==> config.mk <==
export PLATFORM = sky130hd
export DESIGN_NAME = stx_etx_or_length_prefixed_deframer
export DESIGN_NICKNAME = d
export VERILOG_FILES = /design/src/rtl/sedf_pkg.sv /design/src/rtl/sedf_parser.sv /design/src/rtl/stx_etx_or_length_prefixed_deframer.sv
export SDC_FILE = /design/constraint.sdc
export NUM_CORES = 1
export LEC_CHECK = 0
export BUFFER_PORTS_ARGS = -buffer_cell sky130_fd_sc_hd__clkbuf_2
export CAP_MARGIN = 20
export CORE_MARGIN = 1
export CORE_UTILIZATION = 49
export CTS_BUF_LIST = sky130_fd_sc_hd__clkbuf_8
export DETAILED_ROUTE_END_ITERATION = 8
export PLACE_DENSITY = 0.68
export SLEW_MARGIN = 30
export SYNTH_ARGS = -nofsm -noshare
export SYNTH_HDL_FRONTEND = slang
export SYNTH_HIERARCHICAL = 1
export SYNTH_SLANG_ARGS = --single-unit
==> constraint.sdc <==
create_clock -name clock -period 5.25 [get_ports clock]
set_clock_uncertainty 0.1 [all_clocks]
set_input_delay 1.05 -clock clock [delete_from_list [all_inputs] [get_ports clock]]
set_output_delay 1.05 -clock clock [all_outputs]
set_load 0.02 [all_outputs]
==> src/rtl/sedf_pkg.sv <==
package sedf_pkg;

   // Received byte and frame length widths.
   localparam int ByteW   = 8;
   localparam int LengthW = 17;

   // Framing bytes and fixed sizes.
   localparam logic [7:0]  StxByte     = 8'h02;
   localparam logic [7:0]  EtxByte     = 8'h03;
   localparam logic [23:0] MagicTail   = 24'h020202;
   localparam logic [32:0] BinOverhead = 33'd9;
   // Magic word plus the four length bytes.
   localparam logic [32:0] HeaderBytes = 33'd8;
   localparam logic [LengthW-1:0] LenFieldEnd = 17'd8;
   localparam logic [LengthW-1:0] MagicBytes  = 17'd4;
   localparam logic [LengthW-1:0] MinFrameLen = 17'd16;
   localparam int MaxFrameLen = 65536;

   // Configuration register indexes.
   localparam logic CsrProtocolMode  = 1'b0;
   localparam logic CsrMaxFrameLen   = 1'b1;

   typedef enum logic [2:0] {
      PH_HUNT,
      PH_ASCII_BODY,
      PH_BIN_LEN,
      PH_BIN_PAYLOAD,
      PH_BIN_CHECK
   } phase_type;

   typedef enum logic [1:0] {
      ST_OK      = 2'd0,
      ST_BADSUM  = 2'd1,
      ST_TOOLONG = 2'd2
   } status_type;

   // One parser result for the output register.
   typedef struct packed {
      logic               emit;
      logic [ByteW-1:0]   data_byte;
      logic               start_of_frame;
      logic               end_of_frame;
      status_type         frame_status;
      logic [LengthW-1:0] frame_length;
   } result_type;

endpackage

==> src/rtl/sedf_parser.sv <==
module sedf_parser (
   input  logic                         clock,
   input  logic                         reset,
   input  logic                         clear,
   input  logic                         advance,
   input  logic                         protocol_mode,
   input  logic [sedf_pkg::LengthW-1:0] frame_limit,
   input  logic [sedf_pkg::ByteW-1:0]   rx_byte,
   output sedf_pkg::result_type         result
);
   import sedf_pkg::*;

   phase_type          phase_ff, phase_in;
   logic [23:0]        hist_ff, hist_in;
   logic [LengthW-1:0] count_ff, count_in;
   logic [31:0]        pay_ff, pay_in;
   logic [7:0]         xor_ff, xor_in;

   logic [LengthW-1:0] count_inc;
   logic [31:0]        len_shift;
   logic               len_over;
   logic               pay_end;
   logic               at_limit;
   logic               over_limit;
   logic               len_done;
   logic               magic_hit;
   logic               fin;
   status_type         fin_status;

   assign count_inc  = count_ff + 1'b1;
   assign len_shift  = {pay_ff[23:0], rx_byte};
   assign len_over   = ({1'b0, len_shift} + BinOverhead) > {16'b0, frame_limit};
   assign pay_end    = {16'b0, count_inc} >= ({1'b0, pay_ff} + HeaderBytes);
   assign at_limit   = count_inc >= frame_limit;
   assign over_limit = count_inc > frame_limit;
   assign len_done   = count_inc >= LenFieldEnd;
   assign magic_hit  = (rx_byte == StxByte) && (hist_ff == MagicTail);

   // Next phase.
   always_comb begin
      phase_in = phase_ff;
      unique case (phase_ff)
         PH_HUNT: begin
            if (!protocol_mode && rx_byte == StxByte) begin
               phase_in = PH_ASCII_BODY;
            end else if (protocol_mode && magic_hit) begin
               phase_in = PH_BIN_LEN;
            end
         end
         PH_ASCII_BODY: begin
            if (rx_byte == EtxByte || at_limit) begin
               phase_in = PH_HUNT;
            end
         end
         PH_BIN_LEN: begin
            if (at_limit || (len_done && len_over)) begin
               phase_in = PH_HUNT;
            end else if (len_done) begin
               phase_in = (len_shift == 32'd0) ? PH_BIN_CHECK : PH_BIN_PAYLOAD;
            end
         end
         PH_BIN_PAYLOAD: begin
            if (at_limit) begin
               phase_in = PH_HUNT;
            end else if (pay_end) begin
               phase_in = PH_BIN_CHECK;
            end
         end
         PH_BIN_CHECK: phase_in = PH_HUNT;
         default:      phase_in = PH_HUNT;
      endcase
   end

   // Datapath state and the result for this byte.
   always_comb begin
      hist_in    = hist_ff;
      count_in   = count_ff;
      pay_in     = pay_ff;
      xor_in     = xor_ff;
      fin        = 1'b0;
      fin_status = ST_OK;
      result     = '{emit: 1'b0, data_byte: rx_byte, start_of_frame: 1'b0,
                     end_of_frame: 1'b0, frame_status: ST_OK, frame_length: '0};
      unique case (phase_ff)
         PH_HUNT: begin
            if (!protocol_mode && rx_byte == StxByte) begin
               hist_in  = '0;
               count_in = 17'd1;
               pay_in   = '0;
               xor_in   = '0;
               result.emit           = 1'b1;
               result.start_of_frame = 1'b1;
            end else if (protocol_mode && magic_hit) begin
               hist_in  = '0;
               count_in = MagicBytes;
               pay_in   = '0;
               xor_in   = '0;
               result.emit           = 1'b1;
               result.start_of_frame = 1'b1;
            end else if (protocol_mode) begin
               hist_in = {hist_ff[15:0], rx_byte};
            end
         end
         PH_ASCII_BODY: begin
            count_in    = count_inc;
            result.emit = 1'b1;
            if (rx_byte == EtxByte) begin
               fin        = 1'b1;
               fin_status = over_limit ? ST_TOOLONG : ST_OK;
            end else if (at_limit) begin
               fin        = 1'b1;
               fin_status = ST_TOOLONG;
            end
         end
         PH_BIN_LEN: begin
            count_in    = count_inc;
            pay_in      = len_shift;
            result.emit = 1'b1;
            if (at_limit || (len_done && len_over)) begin
               fin        = 1'b1;
               fin_status = ST_TOOLONG;
            end
         end
         PH_BIN_PAYLOAD: begin
            count_in    = count_inc;
            xor_in      = xor_ff ^ rx_byte;
            result.emit = 1'b1;
            if (at_limit) begin
               fin        = 1'b1;
               fin_status = ST_TOOLONG;
            end
         end
         PH_BIN_CHECK: begin
            result.emit = 1'b1;
            fin         = 1'b1;
            if (over_limit) begin
               fin_status = ST_TOOLONG;
            end else begin
               fin_status = (rx_byte == xor_ff) ? ST_OK : ST_BADSUM;
            end
         end
         default: begin
            result.emit = 1'b0;
         end
      endcase

      // A finished frame reports its length and starts the hunt from zero.
      if (fin) begin
         result.end_of_frame = 1'b1;
         result.frame_status = fin_status;
         result.frame_length = count_inc;
         hist_in  = '0;
         count_in = '0;
         pay_in   = '0;
         xor_in   = '0;
      end
   end

   always_ff @(posedge clock) begin
      if (reset || clear) begin
         phase_ff <= PH_HUNT;
         hist_ff  <= '0;
         count_ff <= '0;
         pay_ff   <= '0;
         xor_ff   <= '0;
      end else if (advance) begin
         phase_ff <= phase_in;
         hist_ff  <= hist_in;
         count_ff <= count_in;
         pay_ff   <= pay_in;
         xor_ff   <= xor_in;
      end
   end

endmodule

==> src/rtl/stx_etx_or_length_prefixed_deframer.sv <==
// Byte-stream deframer. Received bytes enter one per word on the req_ channel
// and frame bytes leave one per word on the rsp_ channel; bytes outside a
// frame are dropped. With protocol_mode 0 a frame runs from STX (0x02) up to
// and including ETX (0x03). With protocol_mode 1 the block hunts for the magic
// word 02 02 02 02, reads a 4-byte big-endian payload length, the payload and
// one checksum byte that must equal the XOR of the payload; only the last
// magic byte is passed on. rsp_tuser marks the first word of a frame and
// rsp_tlast its last word, which also carries the status (ok, bad checksum,
// too long) and the frame length with all markers counted. The frame limit is
// max_frame_length held within 16 and the smaller of 65536 and BUFFER_BYTES.
// Each byte waits in an input register while the parser, combinational logic
// over its frame state, works out its word; the word, if any, is registered
// when the byte moves on. A new byte is taken every cycle while the output
// register is empty or being drained, so the block sustains one word per
// cycle; throughput is set only by the output register being drained. Writing
// protocol_mode drops any frame in progress without a result; configuration
// is to be written while the block is idle, which the block does not enforce.
module stx_etx_or_length_prefixed_deframer #(
   parameter int BUFFER_BYTES = 65536
) (
   input  logic        clock,
   input  logic        reset,
   // Received bytes. tdata: rx_byte[7:0].
   input  logic        req_tvalid,
   output logic        req_tready,
   input  logic [7:0]  req_tdata,
   // Frame bytes. tdata: data_byte[7:0], frame_status[9:8],
   // frame_length[26:10], zeros above. tuser: start_of_frame. tlast: end_of_frame.
   output logic        rsp_tvalid,
   input  logic        rsp_tready,
   output logic [31:0] rsp_tdata,
   output logic        rsp_tuser,
   output logic        rsp_tlast,
   // Configuration writes.
   input  logic        csr_wr_en,
   input  logic        csr_index,
   input  logic [16:0] csr_wdata
);
   import sedf_pkg::*;

   // Upper bound of the frame limit.
   localparam int LimitCap = (BUFFER_BYTES < MaxFrameLen) ? BUFFER_BYTES : MaxFrameLen;
   localparam logic [LengthW-1:0] LimitMax = LengthW'(LimitCap);

   logic               mode_ff, mode_in;
   logic [LengthW-1:0] limit_ff, limit_in;
   logic               mode_write;

   logic               in_valid_ff;
   logic [ByteW-1:0]   in_byte_ff;
   logic               advance;

   result_type         result;
   logic               out_valid_ff;
   logic [ByteW-1:0]   out_byte_ff;
   logic               out_sof_ff;
   logic               out_eof_ff;
   status_type         out_status_ff;
   logic [LengthW-1:0] out_len_ff;

   // Configuration: the limit is held in range when it is written.
   assign mode_write = csr_wr_en && (csr_index == CsrProtocolMode);
   assign mode_in    = csr_wdata[0];

   always_comb begin
      if (csr_wdata < MinFrameLen) begin
         limit_in = MinFrameLen;
      end else if (csr_wdata > LimitMax) begin
         limit_in = LimitMax;
      end else begin
         limit_in = csr_wdata;
      end
   end

   always_ff @(posedge clock) begin
      if (reset) begin
         mode_ff  <= 1'b0;
         limit_ff <= LimitMax;
      end else if (csr_wr_en) begin
         if (csr_index == CsrProtocolMode) begin
            mode_ff <= mode_in;
         end else if (csr_index == CsrMaxFrameLen) begin
            limit_ff <= limit_in;
         end
      end
   end

   // The byte in the input register moves on whenever the output register
   // is empty or being drained; a new byte is taken in the same cycle.
   assign advance    = in_valid_ff && (!out_valid_ff || rsp_tready);
   assign req_tready = !in_valid_ff || advance;

   always_ff @(posedge clock) begin
      if (reset) begin
         in_valid_ff <= 1'b0;
      end else if (req_tready) begin
         in_valid_ff <= req_tvalid;
      end
   end

   always_ff @(posedge clock) begin
      if (req_tvalid && req_tready) begin
         in_byte_ff <= req_tdata;
      end
   end

   sedf_parser u_parser (
      .clock         (clock),
      .reset         (reset),
      .clear         (mode_write),
      .advance       (advance),
      .protocol_mode (mode_ff),
      .frame_limit   (limit_ff),
      .rx_byte       (in_byte_ff),
      .result        (result)
   );

   // Output register. A hunted byte that gives no word leaves it empty.
   always_ff @(posedge clock) begin
      if (reset) begin
         out_valid_ff <= 1'b0;
      end else if (advance) begin
         out_valid_ff <= result.emit;
      end else if (rsp_tready) begin
         out_valid_ff <= 1'b0;
      end
   end

   always_ff @(posedge clock) begin
      if (advance && result.emit) begin
         out_byte_ff   <= result.data_byte;
         out_sof_ff    <= result.start_of_frame;
         out_eof_ff    <= result.end_of_frame;
         out_status_ff <= result.frame_status;
         out_len_ff    <= result.frame_length;
      end
   end

   assign rsp_tvalid = out_valid_ff;
   assign rsp_tdata  = {5'b0, out_len_ff, out_status_ff, out_byte_ff};
   assign rsp_tuser  = out_sof_ff;
   assign rsp_tlast  = out_eof_ff;

endmodule

==> results.toml <==
[die]
fp.dieW_um = 135.2
die_y_um = 135.2
placementRows = 48
die_area_um2 = 18280
design.core.area_um2 = 17300
initial_core_util = 0.5026
io_pins = 67

[sta]
fmax_mhz = 210.4
fin_tns_setup_ns = 0
setup_violations = 0
timing.final.crit_share = 0.9052
worst-slew-pin-transition_ns = 0.8838
slew_headroom = 0.4100
final-max-slew-violation-count = 0
hold_viol = 0
timing.final.crit_period_ns = 4.752
rsz0062_at_grt = "no"

[synth]
number_of_synthesized_flops_with_an_enable_pin = 37
syn-instance-count = 965
post_synth_num_cell_types = 69
mappedNetlistArea_um2 = 8693
synth_async_sr_flop_share = 0
synth_seq_cells = 141
syn_area_per_cell_um2 = 9.009
synth.yosys.seq_area_share = 0.3673
yosysWarningCount = 6
dominantRegCellSynth = "dfxtp_1"

[global_routing]
first_global_vias = 6816
globalRoute.busiestLayer = "met2"
grt_util_met3 = 0.05200
grtUsageMet1 = 0.3735
met2_usage = 0.3872
grtUsageTotal = 0.2575
maximum_number_of_pins_on_one_net_before_global_route_repair = 33
initial_antenna_violation_count = 0
grt-ovfl-total = 0
global_route_wire_length_before_repair_um = 36380

[detailed_routing]
drt-pass1-iter-count = 5
vias = 7463
post_detailed_route_wirelength_per_cell_um = 18.51
drt_drc_violations_left = 0
drt_first_iter_violations = 627
route.antenna.remaining_nets = 0
totalWireLength_um = 22860
vias_per_cell = 6.043

[cells_and_area]
fill_cells = 1564
utilization = 0.5485
design_area_um2 = 9488
nets = 1086
area_growth_syn_to_layout_pct = 9.139
final-seq-area_um2 = 3193
stdcell_count = 1235
insertedDiodeCount = 0
multiInputGateArea_um2 = 4930
drive_gt1_frac = 0.1485

[cts]
cts.sinks = 141
post_cts_repair_setup_buffers = 0
cts_buffer_depth = 2
cts_htree_levels = 4
cts-buffers-inserted = 17
clock_tree_from_tritoncts = "yes"
postCtsHoldBufs = 0
clock_insertion_delay_at_the_later_pin_of_the_skew_report_ns = 0.47
cts.reportedPaths.clkPinSlew_ns = 0.10
post_cts_resized = 0
cts_root_buffer = "clkbuf_8"

[pwr]
leakagePower_uw = 0.003832
powerDensity_nw_per_um2 = 228.8
fin_total_pwr_uw = 2171
irDropWorstVdd_mv = 0.2038

[worst_setup_path]
ff2ff_setup_slack_ns = 0.50
worstPathArrival_ns = 5.03
critical_path.endpoint_type = "flip-flop"
critical_path.reg2reg.endpoint = "u_parser/count_ff[7]"
path_max_fanout = 11
start_kind = "flip-flop"
worst-r2r-cell-count = 16
worst-setup-path-type = "flip-flop to flip-flop"
timing.rr.start = "in_byte_ff[0]"
worst_ep_required_time_ns = 5.53

[worst_hold_path]
worstHoldPathCells = 1
hold_start = "u_parser/hist_ff[17]"
hold_end = "u_parser/hist_ff[17]"
timing.hold.worst.class = "flip-flop to flip-flop"

[placed_design]
finalWeightedCongestion = 0.9830
dp_cells = 1203
dpl_cell_area_um2 = 9071
dp_hpwl_um = 16670
port_buffers = 61

[job]
cap_viol_max_count = 0

[outcome]
outcome = "complete, no violations"
kinds of logic after synthesis:
logic type	after synthesis	share of synthesized area
multiplexers	4	0.004606
flip-flops	141	0.3673
adder cells (fa/ha/maj)	58	0.08348
buffers and inverters	123	0.06937
AND/OR/NAND/NOR	336	0.2080
other	1	0.0004314
AO/OA/AOI/OAI	239	0.2034
XOR/XNOR	63	0.06347
synthesized netlist by cell type (6+ instances only):
cell type,count,share of area
o211ai_1,6,0.0052
a31oi_1,6,0.0043
nand4_1,35,0.025
a22o_2,11,0.013
buf_6,6,0.0078
nor2_1,36,0.016
o22ai_1,6,0.0043
edfxtp_1,37,0.13
buf_4,22,0.019
o21ai_0,21,0.012
ha_1,58,0.083
o2bb2ai_1,7,0.0071
nor2b_1,12,0.0086
a21oi_1,39,0.022
o21ai_1,18,0.010
dfxtp_1,104,0.24
nand2_1,86,0.037
a22o_1,63,0.063
and2_1,23,0.017
or4_1,8,0.0069
and3_1,17,0.012
nand3_1,39,0.022
o21a_1,6,0.0052
xor2_1,27,0.027
nor3_1,21,0.012
clkbuf_1,39,0.017
and4_1,10,0.010
a211oi_1,9,0.0078
inv_1,43,0.019
nor4_1,22,0.016
buf_2,11,0.0063
nor4b_1,8,0.0081
xnor2_1,36,0.036
how the worst max path moves through the flow:
stage,from,endpoint,cells past startpoint
after floorplan,in_byte_ff[0],out_len_ff[11],15
after global placement,in_byte_ff[0],out_len_ff[10],15
after detailed placement,in_byte_ff[0],out_len_ff[9],15
after CTS,in_byte_ff[0],out_len_ff[9],15
after global routing,in_byte_ff[0],u_parser/count_ff[7],16
final,in_byte_ff[0],u_parser/count_ff[7],16
layer usage:
metal  wire [µm]  share of wire
met5           0              0
met4         212         0.0093
met3        1662          0.073
met2       10060           0.44
met1       10930           0.48
registers in the layout (all words and copies together), names as in the netlist, 3 cells and up:
| name | flops |
|---|---|
| u_parser/xor_ff | 8 |
| u_parser/pay_ff | 32 |
| out_byte_ff | 8 |
| limit_ff | 17 |
| u_parser/hist_ff | 24 |
| in_byte_ff | 8 |
| u_parser/phase_ff | 3 |
| u_parser/count_ff | 17 |
| out_len_ff | 17 |
metrics by stage:
stage / hold WS, ns / setup slack (ns)
after floorplan: 0.3344 / 1.302
after global placement: 0.3539 / 0.6716
after detailed placement: 0.3545 / 0.5112
after CTS: 0.3794 / 0.4854
after global routing: 0.3974 / 0.1784
final: 0.3783 / 0.4976
power breakdown:
group | internal, µW | switching [µW]
combinational | 55.4 | 98.3
sequential | 1120 | 8.03
clock | 363 | 524
total | 1540 | 630
cells in the final DEF, fill, tap and decap left out, types with 23 or more instances in the layout:
cell and instances:
edfxtp_1 37, xor2_1 27, and2_1 23, nor2_1 35, a21oi_1 37, xnor2_1 36
nand2_1 86, a22o_1 63, ha_1 58, dfxtp_1 104, nand3_1 39, buf_4 28
inv_1 43, clkbuf_2 61, nand4_1 35
final cells by class:
| class | count | area share |
|---|---|---|
| clock buffers | 17 | 0.02466 |
| clock inverters | 15 | 0.01820 |
| inverters | 43 | 0.01701 |
| multi-input cells | 705 | 0.5196 |
| flip-flops and latches | 141 | 0.3365 |
| well taps | 225 | 0.02967 |
| repair buffers | 89 | 0.05433 |
worst max-delay path, cell delays in order (launching register included):
cell	delay [ns]
edfxtp_1	0.37
ha_1	0.23
a21oi_1	0.09
buf_4	0.17
nor4_2	0.62
nand2_1	0.16
xnor2_1	0.17
ha_1	0.29
a21oi_1	0.15
o21ai_0	0.13
a211oi_1	0.23
a311oi_1	0.11
or4_1	0.59
o31ai_4	0.46
buf_4	0.24
o21ai_1	0.26
o211ai_1	0.28
Note: power is estimated with default switching activity, not from simulation.
